$ cat src/rtl/core/acpc_pkg.sv
`timescale 1ns / 1ps
`default_nettype none

package acpc_pkg;

	// Field widths
	localparam int SLOT_W     = 8;
	localparam int VALUE_W    = 16;
	localparam int TICKS_W    = 16;
	localparam int PULSE_W    = 11;
	localparam int CMP_W      = 19;
	localparam int CH_W       = 3;
	localparam int CHAN_W     = 2;
	localparam int CFG_IDX_W  = 3;
	localparam int CFG_DATA_W = 16;

	// Slot mapping
	localparam int SLOT_COUNT = 4;
	localparam int MAP_REGS   = 4;
	localparam int MAP_IDX_W  = $clog2(MAP_REGS);

	// Pulse arithmetic
	localparam int PULSE_MID   = 1500;
	localparam int PULSE_MIN   = 1000;
	localparam int PULSE_MAX   = 2000;
	localparam int PULSE_SPAN  = 500;
	localparam int RAW_FULL    = 8192;
	localparam int Q_FRAC      = 14;
	localparam int PROD_W      = 25;
	localparam int QUOT_W      = PROD_W - Q_FRAC;
	localparam int SUM_W       = 13;
	localparam int TICKS_RESET = 256;
	localparam int TICKS_FRAC  = 8;
	localparam int TPROD_W     = PULSE_W + TICKS_W;

	typedef enum logic [CFG_IDX_W-1:0] {
		REG_MAP_SLOT0 = 3'd0,
		REG_MAP_SLOT1 = 3'd1,
		REG_MAP_SLOT2 = 3'd2,
		REG_MAP_SLOT3 = 3'd3,
		REG_TICKS     = 3'd4
	} cfg_reg_t;

	typedef enum logic {
		CMD_NORM = 1'b0,
		CMD_RAW  = 1'b1
	} cmd_t;

	typedef logic [MAP_REGS-1:0][CH_W-1:0] map_arr_t;

	typedef struct packed {
		logic s1;
		logic s2;
		logic s3;
		logic s4;
		logic s5;
	} stage_en_t;

endpackage

`default_nettype wire

$ cat src/rtl/core/acpc_cfg.sv
`timescale 1ns / 1ps
`default_nettype none

module acpc_cfg (
	input  wire                                  clk,
	input  wire                                  arst_n,
	input  wire                                  cfg_we,
	input  wire  [acpc_pkg::CFG_IDX_W-1:0]       cfg_index,
	input  wire  [acpc_pkg::CFG_DATA_W-1:0]      cfg_data,
	output acpc_pkg::map_arr_t                   map_slot,
	output logic [acpc_pkg::TICKS_W-1:0]         ticks_per_us
);

	acpc_pkg::map_arr_t                  map_q;
	logic [acpc_pkg::TICKS_W-1:0]        ticks_q;

	// Write the addressed register; drop writes to unknown indexes
	always_ff @(posedge clk or negedge arst_n) begin
		if (!arst_n) begin
			for (int i = 0; i < acpc_pkg::MAP_REGS; i++) begin
				map_q[i] <= acpc_pkg::CH_W'(i);
			end
			ticks_q <= acpc_pkg::TICKS_W'(acpc_pkg::TICKS_RESET);
		end else if (cfg_we) begin
			case (cfg_index)
				acpc_pkg::REG_MAP_SLOT0: map_q[0] <= cfg_data[acpc_pkg::CH_W-1:0];
				acpc_pkg::REG_MAP_SLOT1: map_q[1] <= cfg_data[acpc_pkg::CH_W-1:0];
				acpc_pkg::REG_MAP_SLOT2: map_q[2] <= cfg_data[acpc_pkg::CH_W-1:0];
				acpc_pkg::REG_MAP_SLOT3: map_q[3] <= cfg_data[acpc_pkg::CH_W-1:0];
				acpc_pkg::REG_TICKS:     ticks_q  <= cfg_data[acpc_pkg::TICKS_W-1:0];
				default: begin
				end
			endcase
		end
	end

	assign map_slot     = map_q;
	assign ticks_per_us = ticks_q;

endmodule

`default_nettype wire

$ cat src/rtl/core/acpc_ctrl.sv
`timescale 1ns / 1ps
`default_nettype none

module acpc_ctrl (
	input  wire                 clk,
	input  wire                 arst_n,
	input  wire                 in_valid,
	output logic                in_stall,
	output logic                out_valid,
	input  wire                 out_stall,
	output acpc_pkg::stage_en_t en
);

	logic valid_s1, valid_s2, valid_s3, valid_s4, valid_s5;

	// A stage loads when it is empty or its contents move on
	always_comb begin
		en.s5 = !valid_s5 || !out_stall;
		en.s4 = !valid_s4 || en.s5;
		en.s3 = !valid_s3 || en.s4;
		en.s2 = !valid_s2 || en.s3;
		en.s1 = !valid_s1 || en.s2;
	end

	assign in_stall  = !en.s1;
	assign out_valid = valid_s5;

	// Advance valid bits alongside the data
	always_ff @(posedge clk or negedge arst_n) begin
		if (!arst_n) begin
			valid_s1 <= 1'b0;
			valid_s2 <= 1'b0;
			valid_s3 <= 1'b0;
			valid_s4 <= 1'b0;
			valid_s5 <= 1'b0;
		end else begin
			if (en.s1) valid_s1 <= in_valid;
			if (en.s2) valid_s2 <= valid_s1;
			if (en.s3) valid_s3 <= valid_s2;
			if (en.s4) valid_s4 <= valid_s3;
			if (en.s5) valid_s5 <= valid_s4;
		end
	end

	// Input stalls only when every stage is full
	a_stall_full: assert property (@(posedge clk) disable iff (!arst_n)
		in_stall |-> (valid_s1 && valid_s2 && valid_s3 && valid_s4 && valid_s5))
		else $error("input stalled with a free stage");

	// A free receiver never holds back the sender
	a_no_backpressure: assert property (@(posedge clk) disable iff (!arst_n)
		!out_stall |-> !in_stall)
		else $error("input stalled while output drains");

	// An accepted beat occupies the first stage
	a_accept_loads: assert property (@(posedge clk) disable iff (!arst_n)
		(in_valid && !in_stall) |=> valid_s1)
		else $error("accepted beat lost at first stage");

	// A held last stage implies a stalled receiver
	a_hold_reason: assert property (@(posedge clk) disable iff (!arst_n)
		!en.s5 |-> (valid_s5 && out_stall))
		else $error("last stage held without stall");

endmodule

`default_nettype wire

$ cat src/rtl/core/acpc_pulse.sv
`timescale 1ns / 1ps
`default_nettype none

module acpc_pulse (
	input  wire                                  clk,
	input  acpc_pkg::stage_en_t                  en,
	input  acpc_pkg::map_arr_t                   map_slot,
	input  wire                                  cmd,
	input  wire  [acpc_pkg::SLOT_W-1:0]          slot,
	input  wire  signed [acpc_pkg::VALUE_W-1:0]  value,
	output logic                                 hit_s3,
	output logic [acpc_pkg::CHAN_W-1:0]          chan_s3,
	output logic [acpc_pkg::PULSE_W-1:0]         pulse_s3
);

	localparam logic signed [acpc_pkg::VALUE_W-1:0] RAW_HI =
		acpc_pkg::VALUE_W'(acpc_pkg::RAW_FULL);
	localparam logic signed [acpc_pkg::VALUE_W-1:0] RAW_LO =
		acpc_pkg::VALUE_W'(-acpc_pkg::RAW_FULL);
	localparam logic signed [acpc_pkg::PROD_W-1:0] SPAN_S =
		acpc_pkg::PROD_W'(acpc_pkg::PULSE_SPAN);
	localparam logic signed [acpc_pkg::PROD_W-1:0] TRUNC_BIAS =
		acpc_pkg::PROD_W'((1 << acpc_pkg::Q_FRAC) - 1);
	localparam logic signed [acpc_pkg::SUM_W-1:0] MID_S =
		acpc_pkg::SUM_W'(acpc_pkg::PULSE_MID);
	localparam logic signed [acpc_pkg::SUM_W-1:0] MIN_S =
		acpc_pkg::SUM_W'(acpc_pkg::PULSE_MIN);
	localparam logic signed [acpc_pkg::SUM_W-1:0] MAX_S =
		acpc_pkg::SUM_W'(acpc_pkg::PULSE_MAX);

	logic signed [acpc_pkg::VALUE_W-1:0] raw_clamped;
	logic signed [acpc_pkg::VALUE_W-1:0] op;
	logic                                slot_ok;
	logic [acpc_pkg::CH_W-1:0]           map_sel;
	logic                                hit;
	logic [acpc_pkg::CHAN_W-1:0]         chan;

	logic signed [acpc_pkg::VALUE_W-1:0] op_s1;
	logic                                hit_s1;
	logic [acpc_pkg::CHAN_W-1:0]         chan_s1;

	logic signed [acpc_pkg::PROD_W-1:0]  prod_s2;
	logic                                hit_s2;
	logic [acpc_pkg::CHAN_W-1:0]         chan_s2;

	logic signed [acpc_pkg::PROD_W-1:0]  prod_adj;
	logic signed [acpc_pkg::QUOT_W-1:0]  quot;
	logic signed [acpc_pkg::SUM_W-1:0]   pulse_sum;
	logic [acpc_pkg::PULSE_W-1:0]        pulse_clamped;

	// Raw values saturate at full scale and double onto the Q2.14 grid
	always_comb begin
		if (value > RAW_HI) begin
			raw_clamped = RAW_HI;
		end else if (value < RAW_LO) begin
			raw_clamped = RAW_LO;
		end else begin
			raw_clamped = value;
		end
		op = (cmd == acpc_pkg::CMD_RAW) ? (raw_clamped <<< 1) : value;
	end

	// Look up the physical channel; a negative map entry disables the slot
	always_comb begin
		slot_ok = (slot < acpc_pkg::SLOT_W'(acpc_pkg::SLOT_COUNT)) &&
			(slot < acpc_pkg::SLOT_W'(acpc_pkg::MAP_REGS));
		map_sel = map_slot[slot[acpc_pkg::MAP_IDX_W-1:0]];
		hit     = slot_ok && !map_sel[acpc_pkg::CH_W-1];
		chan    = hit ? map_sel[acpc_pkg::CHAN_W-1:0] : '0;
	end

	// Stage 1: operand and channel
	always_ff @(posedge clk) begin
		if (en.s1) begin
			op_s1   <= op;
			hit_s1  <= hit;
			chan_s1 <= chan;
		end
	end

	// Stage 2: scale by the pulse span
	always_ff @(posedge clk) begin
		if (en.s2) begin
			prod_s2 <= acpc_pkg::PROD_W'(op_s1) * SPAN_S;
			hit_s2  <= hit_s1;
			chan_s2 <= chan_s1;
		end
	end

	// Truncate toward zero, centre on mid pulse, clamp to the servo range
	always_comb begin
		prod_adj  = prod_s2 + (prod_s2[acpc_pkg::PROD_W-1] ? TRUNC_BIAS : '0);
		quot      = acpc_pkg::QUOT_W'(prod_adj >>> acpc_pkg::Q_FRAC);
		pulse_sum = acpc_pkg::SUM_W'(quot) + MID_S;
		if (pulse_sum < MIN_S) begin
			pulse_clamped = acpc_pkg::PULSE_W'(acpc_pkg::PULSE_MIN);
		end else if (pulse_sum > MAX_S) begin
			pulse_clamped = acpc_pkg::PULSE_W'(acpc_pkg::PULSE_MAX);
		end else begin
			pulse_clamped = pulse_sum[acpc_pkg::PULSE_W-1:0];
		end
	end

	// Stage 3: pulse width
	always_ff @(posedge clk) begin
		if (en.s3) begin
			pulse_s3 <= pulse_clamped;
			hit_s3   <= hit_s2;
			chan_s3  <= chan_s2;
		end
	end

endmodule

`default_nettype wire

$ cat src/rtl/core/acpc_ccr.sv
`timescale 1ns / 1ps
`default_nettype none

module acpc_ccr (
	input  wire                                  clk,
	input  acpc_pkg::stage_en_t                  en,
	input  wire  [acpc_pkg::TICKS_W-1:0]         ticks_per_us,
	input  wire                                  hit_s3,
	input  wire  [acpc_pkg::CHAN_W-1:0]          chan_s3,
	input  wire  [acpc_pkg::PULSE_W-1:0]         pulse_s3,
	output logic                                 hit_s5,
	output logic [acpc_pkg::CHAN_W-1:0]          chan_s5,
	output logic [acpc_pkg::PULSE_W-1:0]         pulse_s5,
	output logic [acpc_pkg::CMP_W-1:0]           cmp_s5
);

	logic [acpc_pkg::TPROD_W-1:0]  tprod_s4;
	logic                          hit_s4;
	logic [acpc_pkg::CHAN_W-1:0]   chan_s4;
	logic [acpc_pkg::PULSE_W-1:0]  pulse_s4;

	// Stage 4: pulse times Q8.8 tick rate
	always_ff @(posedge clk) begin
		if (en.s4) begin
			tprod_s4 <= acpc_pkg::TPROD_W'(pulse_s3) * acpc_pkg::TPROD_W'(ticks_per_us);
			hit_s4   <= hit_s3;
			chan_s4  <= chan_s3;
			pulse_s4 <= pulse_s3;
		end
	end

	// Stage 5: drop the fraction and hold the result beat
	always_ff @(posedge clk) begin
		if (en.s5) begin
			cmp_s5   <= tprod_s4[acpc_pkg::TICKS_FRAC +: acpc_pkg::CMP_W];
			hit_s5   <= hit_s4;
			chan_s5  <= chan_s4;
			pulse_s5 <= pulse_s4;
		end
	end

endmodule

`default_nettype wire

$ cat src/rtl/core/actuator_command_to_pwm_compare.sv
// Actuator command to PWM compare mapping.
// Input channel (in_valid/in_stall): one command beat of cmd, slot and
// value. cmd low takes value as Q2.14, cmd high as a raw ESC value with 8192
// as full scale. The pulse width is clamped to 1000..2000 us.
// Output channel (out_valid/out_stall): one result beat per command with
// write_valid, channel, pulse_width and compare_value (pulse times the Q8.8
// tick rate, fraction dropped). write_valid is low for a slot of 4 or more
// or a negative map entry, and channel then reads 0.
// Configuration: cfg_we writes cfg_data into register cfg_index (0..3 slot
// map, 4 tick rate); write only while no beat is in flight.
// A beat moves through stages s1 to s5 in order and out_valid is the valid bit
// of s5; throughput is one beat per cycle while out_stall is low, with the
// five register stages and the two multipliers each owning one stage.
// Reset clears all stage valid bits and loads the default map and a tick rate
// of 1.0. When the receiver stalls, the last stage holds its beat and bubbles
// upstream fill; in_stall rises only once all five stages are full.
`timescale 1ns / 1ps
`default_nettype none

module actuator_command_to_pwm_compare (
	input  wire                                  clk,
	input  wire                                  arst_n,
	input  wire                                  cfg_we,
	input  wire  [acpc_pkg::CFG_IDX_W-1:0]       cfg_index,
	input  wire  [acpc_pkg::CFG_DATA_W-1:0]      cfg_data,
	input  wire                                  in_valid,
	output logic                                 in_stall,
	input  wire                                  cmd,
	input  wire  [acpc_pkg::SLOT_W-1:0]          slot,
	input  wire  signed [acpc_pkg::VALUE_W-1:0]  value,
	output logic                                 out_valid,
	input  wire                                  out_stall,
	output logic                                 write_valid,
	output logic [acpc_pkg::CHAN_W-1:0]          channel,
	output logic [acpc_pkg::PULSE_W-1:0]         pulse_width,
	output logic [acpc_pkg::CMP_W-1:0]           compare_value
);

	acpc_pkg::stage_en_t             en;
	acpc_pkg::map_arr_t              map_slot;
	logic [acpc_pkg::TICKS_W-1:0]    ticks_per_us;
	logic                            hit_s3;
	logic [acpc_pkg::CHAN_W-1:0]     chan_s3;
	logic [acpc_pkg::PULSE_W-1:0]    pulse_s3;

	acpc_cfg u_cfg (
		.clk          (clk),
		.arst_n       (arst_n),
		.cfg_we       (cfg_we),
		.cfg_index    (cfg_index),
		.cfg_data     (cfg_data),
		.map_slot     (map_slot),
		.ticks_per_us (ticks_per_us)
	);

	acpc_ctrl u_ctrl (
		.clk       (clk),
		.arst_n    (arst_n),
		.in_valid  (in_valid),
		.in_stall  (in_stall),
		.out_valid (out_valid),
		.out_stall (out_stall),
		.en        (en)
	);

	acpc_pulse u_pulse (
		.clk      (clk),
		.en       (en),
		.map_slot (map_slot),
		.cmd      (cmd),
		.slot     (slot),
		.value    (value),
		.hit_s3   (hit_s3),
		.chan_s3  (chan_s3),
		.pulse_s3 (pulse_s3)
	);

	acpc_ccr u_ccr (
		.clk          (clk),
		.en           (en),
		.ticks_per_us (ticks_per_us),
		.hit_s3       (hit_s3),
		.chan_s3      (chan_s3),
		.pulse_s3     (pulse_s3),
		.hit_s5       (write_valid),
		.chan_s5      (channel),
		.pulse_s5     (pulse_width),
		.cmp_s5       (compare_value)
	);

endmodule

`default_nettype wire

$ cat config.mk
export PLATFORM = sky130hd
export DESIGN_NAME = actuator_command_to_pwm_compare
export DESIGN_NICKNAME = d
export VERILOG_FILES = /design/src/rtl/core/acpc_pkg.sv /design/src/rtl/core/acpc_cfg.sv /design/src/rtl/core/acpc_ctrl.sv /design/src/rtl/core/acpc_pulse.sv /design/src/rtl/core/acpc_ccr.sv /design/src/rtl/core/actuator_command_to_pwm_compare.sv
export SDC_FILE = /design/constraint.sdc
export NUM_CORES = 1
export LEC_CHECK = 0
export ABC_AREA = 1
export BUFFER_PORTS_ARGS = -buffer_cell sky130_fd_sc_hd__buf_2
export CORE_MARGIN = 1.5
export CORE_UTILIZATION = 32
export CTS_CLUSTER_SIZE = 20
export DETAILED_ROUTE_END_ITERATION = 6
export GPL_TIMING_DRIVEN = 1
export SYNTH_ARGS = -nofsm -noshare
export SYNTH_HDL_FRONTEND = slang
export SYNTH_HIERARCHICAL = 1
export SYNTH_SLANG_ARGS = --single-unit
$ cat constraint.sdc
create_clock -name clk -period 4.5 [get_ports clk]
set_input_delay 0.9 -clock clk [delete_from_list [all_inputs] [get_ports clk]]
set_output_delay 0.9 -clock clk [all_outputs]
set_load 0.05 [all_outputs]
== Word-level counts from Yosys, hierarchy flattened ==
Cells that the tools add are included.
W data, S select, Z words.
Cells by class
  add/subtract/negate cells: 2
  multiply operators: 2
  order comparisons: 6
  equality and inequality tests: 4
  multiplexer cells: 7
  reductions and logical operators: 21
Operators with widths (count)
  $mux W15: 2
  $mul A11 B16 Y27: 1
  $add A25 B14 Y25: 1
  $mul A16 B8 Y23 const B: 1
  $gt A16 B15 Y1 const B: 1
  $lt A16 B14 Y1 const B: 1
  $mux W16: 1
  $mux W14: 1
  $add A11 B12 Y13 const B: 1
  $gt A13 B12 Y1 const B: 1
  $lt A13 B11 Y1 const B: 1
  $mux W11: 1
  $reduce_and A2 Y1: 5
  $logic_not A1 Y1: 8
  $lt A8 B3 Y1 const B: 1
  $bmux W3 S2: 1
  $eq A3 B2 Y1 const B: 2
  $logic_or A1 B1 Y1: 5
  $eq A3 B1 Y1 const B: 1
  $eq A3 B3 Y1 const B: 1
  $logic_not A3 Y1: 1
  $lt A2 B3 Y1 const B: 1
  $mux W3: 1
  $reduce_or A2 Y1: 1
  $logic_and A1 B1 Y1: 1
Word-level totals
  register bits after elaboration: 166
  logic and storage cells: 71

== Logic depth before layout (Yosys ltp) ==
Gate-level depths: netlist (run 1).
  word-level depth: 7
  gate-level depth with buffers: 24

== By module ==
Netlist (run 1), hierarchy kept.
By module, submodules not included
  acpc_ccr: instances 1, cells each 934, area each 8056.5 um^2
  acpc_pulse: instances 1, cells each 698, area each 6182.2 um^2
  acpc_cfg: instances 1, cells each 133, area each 1191.1 um^2
  acpc_ctrl: instances 1, cells each 21, area each 224.0 um^2

== Worst setup path after synthesis (run 1) ==
No wires, ideal clock.
  path kind: flip-flop to flip-flop
  from: register u_pulse/pulse_s3[7] (netlist bit)
  to: register u_ccr/tprod_s4[25] (netlist bit) (data pin)
  setup time: 0.252 ns
  data arrival time: 4.722 ns
  required time: 4.248 ns
  setup slack: -0.474 ns
  cell stages (with the launch flop): 20
  period minus slack after synthesis: 4.974 ns
  cells stage by stage: edfxtp_1 clkbuf_1 clkbuf_1 nand2_1 fa_1 inv_1 fa_1 fa_1 fa_1 inv_1 fa_1 inv_1 ha_1 a21oi_1 o21ai_0 o21bai_1 a21oi_1 nand2_1 nand2_1 nand2_1
Between the ends
  cells in the longest elaborated chain, start to end: 1
Ends and longest elaborated chain
  start: declaration: line acpc_pulse.sv:13  | output logic [acpc_pkg::PULSE_W-1:0] pulse_s3
  start signal: assignment: line acpc_pulse.sv:107  | pulse_s3 <= pulse_clamped;
  $mul A11 B16 Y27: line acpc_ccr.sv:25  | tprod_s4 <= acpc_pkg::TPROD_W'(pulse_s3) * acpc_pkg::TPROD_W'(ticks_per_us);
  end signal: assignment: line acpc_ccr.sv:25
  end: declaration: line acpc_ccr.sv:17  | logic [acpc_pkg::TPROD_W-1:0] tprod_s4;
No other way between the ends.
A chain may end at the register's enable or synchronous reset.

== Worst setup path in the final report (run 1) ==
  from: register u_pulse/pulse_s3[5] (netlist bit)
  to: register u_ccr/tprod_s4[16] (netlist bit) (data pin)
Same word-level chain as after synthesis.

==> run summary, run 1 <==
FF-to-FF Start: u_pulse/pulse_s3[5]
Distinct cells, synth: 46
die height: 224.2 um
worst slew pin tran: 0.7875 ns
fin. max-slew vios: 0
sequence of cells on the critical path: buf_6 -> buf_6 -> nand2_4 -> fa_2 -> inv_2 -> fa_1 -> fa_2 -> fa_1 -> inv_1 -> fa_1 -> inv_2 -> ha_4 -> nand2_4 -> nor2_4 -> buf_4 -> buf_6 -> nand2_2 -> o21bai_1 -> xor2_1
ys async rst share: 20.89%
failing checks: setup timing
met1 track demand over resource: 18.31%
Synth Area in Compound Gates: 4.340%
layout cell share with drive strength beyond 1: 26.75%
unrepaired setup endpoints after global routing: true
Seq/Total Area, Yosys: 29.29%
CTS root buf: clkbuf_16
type of the most critical hold path: flop to flop
GR Util met2: 24.79%
Setup violations, final: 16
die area: 50250 um2
simple-gate share of the synthesized area: 18.62%
area grow syn2layout: 25.75%
mux contribution to synthesized area: 0%
Tmin final: 4.784 ns
kind of critical path: flop to flop
Final Cycle Share: 106.3%
CTS tree: done
Via density: 4.568
post-route setup TNS: -3.121 ns
Buf+Inv Stages, Crit Path: 7
post-route setup slack: -0.2843 ns
clk_lat worst skew: 0.45 ns
combinational family with the most area after synthesis: adder cells
Synth Area per Inst: 8.765 um2
core box area: 48050 um2
Hold Fails Final Rpt: 0
Setup crit start: u_pulse/pulse_s3[5]
HPWL Detailed: 28.38 mm
RD Place Congestion: 0.8930
clk buf depth: 2
CP top delay family: adder cells
largest net degree at the start of global routing: 35
Total GRT Usage: 14.29%
initial antenna violation count: 0
H-Tree Depth: 4
Fmax: 0.2090 GHz
Cells after Synth: 1786
critical path endpoint category: flop
Worst Hold Launch: u_ccr/tprod_s4[12]
Initial Util: 32.58%
Synth Area in Adders: 33.99%
required time of the worst setup path: 4.78 ns
grt met3 use: 2.269%
max_slew headroom: 47.50%
Synth Register Bits: 158
final wirelength: 35.16 mm
critical path arrival: 5.06 ns
Clk pin slew, worst setup/hold paths: 0.07 ns
Overflow after GRT: 0
Top Usage Layer GRT: met2
1st-pass router iterations: 6
Hold-fix buffers, CTS: 0
EDFF count, synth: 125
die width: 224.2 um
synthesized-area fraction occupied by xor and xnor cells: 2.014%
number of synthesis warnings: 6
first-pass GRT wire length: 58.09 mm
max-cap violations: 0
CP max FO: 4
CP max stage cell: fa_1
Mapped Nets: 2151
Final Skew: 0.007307 ns
status: finished, violations left
Critical Path Source Type: flop
vias in the first global route: 12230
IO Count: 84
placed inst area: 17920 um2
final instance area: 19690 um2
CP max stage delay: 0.54 ns
IO buf count: 83
Hold Slack: 0.4187 ns
routed len/inst: 13.37 um
Routed Antenna Nets: 0
Sink Count: 158
drt initial violations: 548
DRC viols: 0
total CTS buffers: 17
post-layout net count: 2367
via count: 12020
worst slack, placed: -0.4445 ns
row count: 80
synthesized area: 15650 um2
Post-synth top flop: edfxtp_1
ANT cells: 0
-- through the flow --
step / utilization [%] / std cells
final: 40.97 / 2630
after global routing: 40.97 / 2630
after CTS: 39.81 / 2611
after detailed placement: 37.30 / 2562
after global placement: 37.30 / 2562
after floorplan: - / 1786
-- cell usage after synthesis, types with 2 or more instances --
cell | instances | area (um2)
and3_1 | 2 | 12.51
dfstp_2 | 5 | 131.4
o21ai_0 | 28 | 140.1
inv_2 | 7 | 26.28
o211ai_1 | 2 | 15.01
edfxtp_1 | 125 | 3754
nand2_1 | 444 | 1667
nor3_2 | 3 | 30.03
nor2_2 | 11 | 68.82
nor2_1 | 63 | 236.5
buf_4 | 4 | 30.03
buf_6 | 2 | 22.52
xnor2_1 | 11 | 96.34
nor2_4 | 4 | 45.04
nand3_2 | 3 | 30.03
nand2_2 | 19 | 118.9
inv_1 | 428 | 1607
a21o_1 | 3 | 22.52
a31oi_1 | 4 | 25.02
nand4_1 | 9 | 56.30
a21oi_1 | 57 | 285.3
nand3b_1 | 5 | 37.54
nor4_1 | 4 | 25.02
o21bai_1 | 9 | 67.56
fa_1 | 182 | 3643
nor3_1 | 11 | 55.05
nand3_1 | 85 | 425.4
nand2_4 | 2 | 22.52
or2_2 | 3 | 18.77
o22ai_1 | 13 | 81.33
ha_1 | 134 | 1677
or2_1 | 2 | 12.51
clkbuf_1 | 38 | 142.6
xor2_1 | 25 | 219.0
dfrtp_1 | 28 | 700.7
-- sequential cells by signal, summed over array words and instances (netlist names), 11 cells and up --
signal,flops
u_pulse/prod_s2,23
u_ccr/tprod_s4,19
u_cfg/map_slot,12
u_pulse/pulse_s3,11
u_pulse/op_s1,16
u_ccr/pulse_s5,11
u_ccr/cmp_s5,19
u_ccr/pulse_s4,11
u_cfg/ticks_per_us,16
-- repair_timing --
action | CTS | global route
setup endpoints to repair | 19 | 26
buffers inserted | 17 | 21
pin swaps | 86 | 60
resized for setup | 127 | 112
-- layout make-up --
class	instances	area, um2
Tap cell	615	769.5
Fill cell	4677	28360
Sequential cell	158	4602
Multi-Input combinational cell	1147	10260
Clock buffer	17	425.4
Clock inverter	15	183.9
Timing Repair Buffer	242	1802
Inverter	436	1640
-- cells in the final DEF (no fill, tap or decap), types with 19 or more instances in the layout --
cell type / netlist / final
inv_2: 7 / 42
buf_4: 4 / 127
nor2_1: 63 / 45
nand2_2: 19 / 50
inv_1: 428 / 392
buf_2: 1 / 84
nand2_4: 2 / 19
ha_1: 134 / 111
edfxtp_1: 125 / 125
nand2_1: 444 / 395
a21oi_1: 57 / 32
nand3_1: 85 / 77
buf_6: 2 / 22
ha_4: 0 / 21
xor2_1: 25 / 23
fa_1: 182 / 172
-- final timing paths --
check                                             end  slack (ns)  depth (start not counted)
min in group asynchronous          u_cfg/map_slot[11]        0.53                          1
worst max-delay path               u_ccr/tprod_s4[16]       -0.28                         19
worst min-delay path                  u_ccr/cmp_s5[4]        0.42                          0
worst min register to register        u_ccr/cmp_s5[4]        0.42                          0
worst max register to register     u_ccr/tprod_s4[16]       -0.28                         19
max in group asynchronous       u_cfg/ticks_per_us[3]        3.42                          1
-- per-layer routing --
metal	vias up	share of wire [%]
met2	251	49
met3	44	3.6
met4	0	1.9
met1	5799	46
li1	5921	-
met5	-	0
-- cell families after synthesis --
family | count (synthesis)
and+or+nand+nor | 674
xor gates and xnor gates | 36
adders and majority gates | 316
DFF | 158
buffers and inverters | 481
AOI/OAI and AO/OA | 121
Power of run 1 is left out: the tool's default activity adds up to more than one toggle a clock period on the data nets, which glitch-free logic cannot reach.
==> run 2, diff against run 1 <==
clock period = 5.15 ns   (was 4.5 ns; I/O delays follow)
==> run summary, run 2 (synthesized netlist as in run 1, its figures left out) <==
status: finished, final reports clean
max FFs per register: 23 (unchanged)
total CTS buffers: 17 (unchanged)
most frequent cells in the layout: nand2_1 (436), inv_1 (427), fa_1 (180)
final non-filler cell total: 2537 (-3.5%)
final wirelength: 34.55 mm (-1.7%)
Final Cycle Share: 96.17% (-10 points)
Fmax: 0.2019 GHz (-3.4%)
largest reg by FF count: u_pulse/prod_s2
FF-to-FF Start: u_pulse/pulse_s3[7]
fin. max-slew vios: 0 (unchanged)
setup slack, reg-to-reg: 0.20 ns (+0.48 ns)
post-route setup slack: 0.1971 ns (+0.4815 ns)
Routed Antenna Nets: 0 (unchanged)
Setup violations, final: 0 (-16)
Hold-fix buffers, CTS: 0 (unchanged)
FF-to-FF End: u_ccr/tprod_s4[14]
required time of the worst setup path: 5.34 ns (+0.56 ns)
fin util: 37.40% (-3.6 points)
Via density: 4.566 (about the same)
row count: 80 (unchanged)
Sink Count: 158 (unchanged)
die width: 224.2 um (unchanged)
clk_lat worst skew: 0.46 ns (about the same)
area grow syn2layout: 14.80%
Clk pin slew, worst setup/hold paths: 0.07 ns (about the same)
drt initial violations: 480 (-12%)
Fillers: 4911 (+5.0%)
Final Skew: 0.01622 ns (+0.008918 ns)
IO Count: 84 (unchanged)
clk buf depth: 2 (unchanged)
IO buf count: 83 (unchanged)
worst slack, placed: -0.1453 ns (+0.2992 ns)
core box area: 48050 um2 (unchanged)
Hold Fails Final Rpt: 0 (unchanged)
vias in the first global route: 11820 (-3.3%)
die height: 224.2 um (unchanged)
Largest regs: u_pulse/prod_s2 x23, u_ccr/cmp_s5 x19, u_ccr/tprod_s4 x19
routed len/inst: 13.62 um (+1.9%)
critical path endpoint category: flop
Tmin final: 4.953 ns (+0.1685 ns)
die area: 50250 um2 (unchanged)
initial antenna violation count: 1 (+1)
Reg2Reg Depth: 20 (+1)
Worst Hold Launch: u_ccr/pulse_s4[7]
unrepaired setup endpoints after global routing: true
type of the most critical hold path: flop to flop
critical path arrival: 5.14 ns (+0.08 ns)
DRC viols: 0 (unchanged)
placed instance count: 2472 (-3.5%)
via count: 11580 (-3.6%)
Initial Util: 32.58% (unchanged)
layout cell share with drive strength beyond 1: 15.56% (-11 points)
hold path cells: 0 (unchanged)
Critical Path Source Type: flop
kind of critical path: flop to flop
Hold EP: u_ccr/pulse_s5[7]
CP max FO: 5 (+1)
worst slew pin tran: 0.7801 ns (-0.007386 ns)
Overflow after GRT: 0 (unchanged)
largest net degree at the start of global routing: 35 (unchanged)
Total GRT Usage: 14.27% (-0.018 points)
max_slew headroom: 47.99% (+0.49 points)
CTS root buf: clkbuf_16
first-pass GRT wire length: 57.40 mm (-1.2%)
1st-pass router iterations: 7 (+1)
most common cell after layout, fill and taps aside: nand2_1
post-layout net count: 2274 (-3.9%)
RD Place Congestion: 0.8861 (-0.77%)
ANT cells: 0 (unchanged)
HPWL Detailed: 28.63 mm (+0.86%)
CTS tree: done
H-Tree Depth: 4 (unchanged)
max-cap violations: 0 (unchanged)
run 2: cell types whose count changed in the layout (fill, tap and decap cells not counted), sizes merged:
| cell | before | now |
|---|---|---|
| clkbuf | 17 | 18 |
| buf | 242 | 148 |
| clkinv | 6 | 7 |
| clkinvlp | 0 | 2 |
| inv | 445 | 442 |
run 2: cell type report:
class / instances / area, um2 / area share (%)
Multi-Input combinational cell: 1147 / 9453 / 52.60
Sequential cell: 158 / 4594 / 25.57
Inverter: 436 / 1638 / 9.114
Timing Repair Buffer: 149 / 922.1 / 5.131
Tap cell: 615 / 769.5 / 4.282
Clock buffer: 17 / 425.4 / 2.367
Clock inverter: 15 / 168.9 / 0.9399
run 2: how the worst max path moves through the flow:
stage                         from                 end  slack (ns)  cells past startpoint
3_3_place_gp   u_pulse/pulse_s3[5]  u_ccr/tprod_s4[23]       -0.14                     17
5_1_grt        u_pulse/pulse_s3[4]  u_ccr/tprod_s4[24]       -0.03                     18
2_1_floorplan  u_pulse/pulse_s3[7]  u_ccr/tprod_s4[25]        0.18                     19
6_report       u_pulse/pulse_s3[7]  u_ccr/tprod_s4[14]        0.20                     20
3_5_place_dp   u_pulse/pulse_s3[5]  u_ccr/tprod_s4[23]       -0.15                     17
4_1_cts        u_pulse/pulse_s3[6]  u_ccr/tprod_s4[26]       0.009                     20
run 2: critical path, cell delays in order (launching register included):
cell      delay (ns)
edfxtp_1        0.48
buf_4           0.16
buf_4           0.10
nand2_1         0.07
fa_2            0.42
fa_1            0.51
fa_1            0.49
inv_1           0.05
fa_1            0.53
inv_1           0.06
fa_1            0.54
inv_1           0.05
ha_2            0.33
nand2_1         0.08
nand2_1         0.09
a31oi_1         0.17
buf_4           0.15
nand2_2         0.09
nand2_1         0.07
nand2_1         0.07
xor2_1          0.16
run 2: what timing repair did:
action,4_1_cts,5_1_grt
endpoints found under the setup margin,7,15
pin swaps,0,3
resized for setup,3,67
buffers inserted,19,14
run 2: routing by layer:
layer / GRT usage, % / routed length (um) / part of all wire [%]
met2: 24.05 / 16320 / 47
met4: 4.135 / 603 / 1.7
met1: 18.38 / 15760 / 46
met3: 3.082 / 1851 / 5.4
met5: 0 / 16 / 0.046
run 2: per-stage QoR:
stage | cell area [um2] | setup TNS [ns] | hold WS (ns)
4_1_cts | 17630 | 0 | 0.4206
3_3_place_gp | 16890 | -0.2989 | 0.4029
6_report | 17970 | 0 | 0.4193
2_1_floorplan | 15650 | 0 | 0.4003
5_1_grt | 17970 | -0.05390 | 0.4270
3_5_place_dp | 16890 | -0.4122 | 0.4045
Power of run 2 is left out for the same reason.
==> run 3, diff against run 2 <==
ABC_AREA = default   (was 1)
==> run summary, run 3 <==
status: finished, final reports clean
Seq/Total Area, Yosys: 30.54% (+1.2 points)
max_slew headroom: 31.49% (-16 points)
placed inst area: 16630 um2 (-1.5%)
max-cap violations: 0 (unchanged)
most frequent cells in the layout: inv_1 (235), fa_1 (177), edfxtp_1 (125)
max FFs per register: 23 (unchanged)
Critical Path Source Type: flop
most common cell after layout, fill and taps aside: inv_1
DRC viols: 0 (unchanged)
die height: 219.6 um (-2.0%)
ys async rst share: 20.89% (unchanged)
via count: 10040 (-13%)
final instance area: 17800 um2 (-0.93%)
Hold-fix buffers, CTS: 0 (unchanged)
RD Place Congestion: 0.8862 (about the same)
Initial Util: 32.32% (-0.26 points)
layout cell share with drive strength beyond 1: 22.32% (+6.8 points)
ANT cells: 0 (unchanged)
Fmax: 0.1946 GHz (-3.6%)
Setup crit start: u_pulse/pulse_s3[5]
vias in the first global route: 10490 (-11%)
Mapped Nets: 1724 (-20%)
Multi-input gate area: 9666 um2 (+2.3%)
Tmin final: 5.140 ns (+0.1868 ns)
total CTS buffers: 17 (unchanged)
row count: 79 (-1.3%)
Distinct cells, synth: 91 (+98%)
fin. max-slew vios: 0 (unchanged)
Total GRT Usage: 13.79% (-0.48 points)
type of the most critical hold path: flop to flop
HPWL Detailed: 26.20 mm (-8.5%)
commonest cells in the netlist: inv_1 (241), fa_1 (182), ha_1 (134)
Final Skew: 0.01472 ns (-0.001504 ns)
required time of the worst setup path: 5.40 ns (+0.06 ns)
most common cell in the netlist: inv_1
1st-pass router iterations: 4 (-3)
Sink Count: 158 (unchanged)
first-pass GRT wire length: 52.43 mm (-8.7%)
H-Tree Depth: 4 (unchanged)
CP max FO: 8 (+3)
largest net degree at the start of global routing: 35 (unchanged)
IO buf count: 83 (unchanged)
CTS root buf: clkbuf_16
IO Count: 84 (unchanged)
drt initial violations: 467 (-2.7%)
post-route setup TNS: 0 ns (unchanged)
FF-to-FF Start: u_pulse/pulse_s3[5]
Setup violations, final: 0 (unchanged)
Worst Hold Launch: u_ccr/pulse_s4[4]
clk_lat worst skew: 0.46 ns (about the same)
area grow syn2layout: 18.58%
routed len/inst: 14.94 um (+9.7%)
Via density: 4.693 (+2.8%)
number of synthesis warnings: 6 (unchanged)
die width: 219.6 um (-2.0%)
EDFF count, synth: 125 (unchanged)
worst slew pin tran: 1.025 ns (+0.2450 ns)
Synth Register Bits: 158 (unchanged)
synthesized area: 15010 um2 (-4.1%)
register area: 4593 um2 (about the same)
Overflow after GRT: 0 (unchanged)
final wirelength: 31.96 mm (-7.5%)
Synth Area per Inst: 11.05 um2 (+26%)
Post-synth top flop: edfxtp_1
cell taking the most area after synthesis: edfxtp_1
Hold Fails Final Rpt: 0 (unchanged)
Largest regs: u_pulse/prod_s2 x23, u_ccr/cmp_s5 x19, u_ccr/tprod_s4 x19
placed instance count: 2087 (-16%)
core box area: 46460 um2 (-3.3%)
Yosys top cell area share: 25.00% (+1.0 points)
initial antenna violation count: 2 (+1)
die area: 48230 um2 (-4.0%)
kind of critical path: flop to flop
unrepaired setup endpoints after global routing: true
Routed Antenna Nets: 0 (unchanged)
largest reg by FF count: u_pulse/prod_s2
Cells after Synth: 1359 (-24%)
clk buf depth: 2 (unchanged)
top cells by area, synth: edfxtp_1 (25%), fa_1 (24%), ha_1 (11%)
post-layout net count: 1884 (-17%)
Final Cycle Share: 99.80% (+3.6 points)
Fillers: 4529 (-7.8%)
critical path arrival: 5.39 ns (+0.25 ns)
final non-filler cell total: 2139 (-16%)
critical path endpoint category: flop
Clk pin slew, worst setup/hold paths: 0.06 ns (about the same)
CTS tree: done
==> run 3: cell count changes in the layout (fill, tap and decap cells not counted), moves of 28 or more <==
| cell | change |
|---|---|
| nand2_1 | -324 |
| inv_1 | -192 |
| and2_1 | +81 |
| nand3_1 | -65 |
| xnor2_1 | +29 |
| nor2_1 | -28 |
==> run 3: kinds of logic after synthesis <==
| family | share of synthesized area (%) |
|---|---|
| buffers and inverters | 7.258 |
| AO/OA/AOI/OAI | 8.467 |
| adder cells (fa/ha/maj) | 35.43 |
| XOR/XNOR | 3.208 |
| flip-flops | 30.54 |
| AND/OR/NAND/NOR | 12.40 |
| multiplexers | 2.692 |
==> run 3: cell type report <==
class / count / share of cell area (%)
repair buffers: 181 / 6.943
inverters: 242 / 5.102
clock buffers: 19 / 2.431
clock inverters: 13 / 1.174
well taps: 607 / 4.266
multi-input cells: 919 / 54.29
flip-flops and latches: 158 / 25.80
==> run 3: through the flow <==
stage	setup WS (ns)	util [%]	hold WS, ns
2_1_floorplan	0.01846	-	0.4003
3_3_place_gp	-0.07066	35.79	0.4013
3_5_place_dp	-0.1606	35.79	0.4045
4_1_cts	0.002069	37.72	0.4191
5_1_grt	-0.1332	38.32	0.4229
6_report	0.01031	38.32	0.4174
==> run 3: critical path: stages, from the launching register on <==
cell,delay (ns)
edfxtp_1,0.40
buf_6,0.16
and2_4,0.16
fa_1,0.54
inv_2,0.04
fa_1,0.54
inv_2,0.04
fa_1,0.49
fa_1,0.54
inv_2,0.05
fa_2,0.52
inv_2,0.05
ha_4,0.27
a21o_1,0.15
a21oi_2,0.08
o21ai_2,0.19
mux2i_1,0.25
o41ai_2,0.11
a2111oi_2,0.34
==> run 3: path summary, 6_finish.rpt <==
path                                         end  slack [ns]  cells past startpoint
hold reg to reg                u_ccr/pulse_s5[4]        0.42                      0
hold / removal                 u_ccr/pulse_s5[4]        0.42                      0
setup / recovery              u_ccr/tprod_s4[24]        0.01                     18
max in group asynchronous  u_cfg/ticks_per_us[6]        3.95                      1
min in group asynchronous  u_cfg/ticks_per_us[4]        0.66                      1
setup reg to reg              u_ccr/tprod_s4[24]        0.01                     18
==> run 3: per-layer routing <==
metal	vias up	wire [um]	track usage, %	share of wire (%)
li1	4819	-	-	-
met5	-	17	0	0.053
met1	4990	13790	16.58	43
met4	2	637	4.399	2.0
met3	48	1111	2.885	3.5
met2	180	16410	24.52	51
==> run 3: timing repair <==
item	CTS	global route
resized for setup	33	58
pin swaps	27	45
setup endpoints to repair	12	13
cloned	1	0
setup buffers	11	9
Power of run 3 is left out for the same reason.
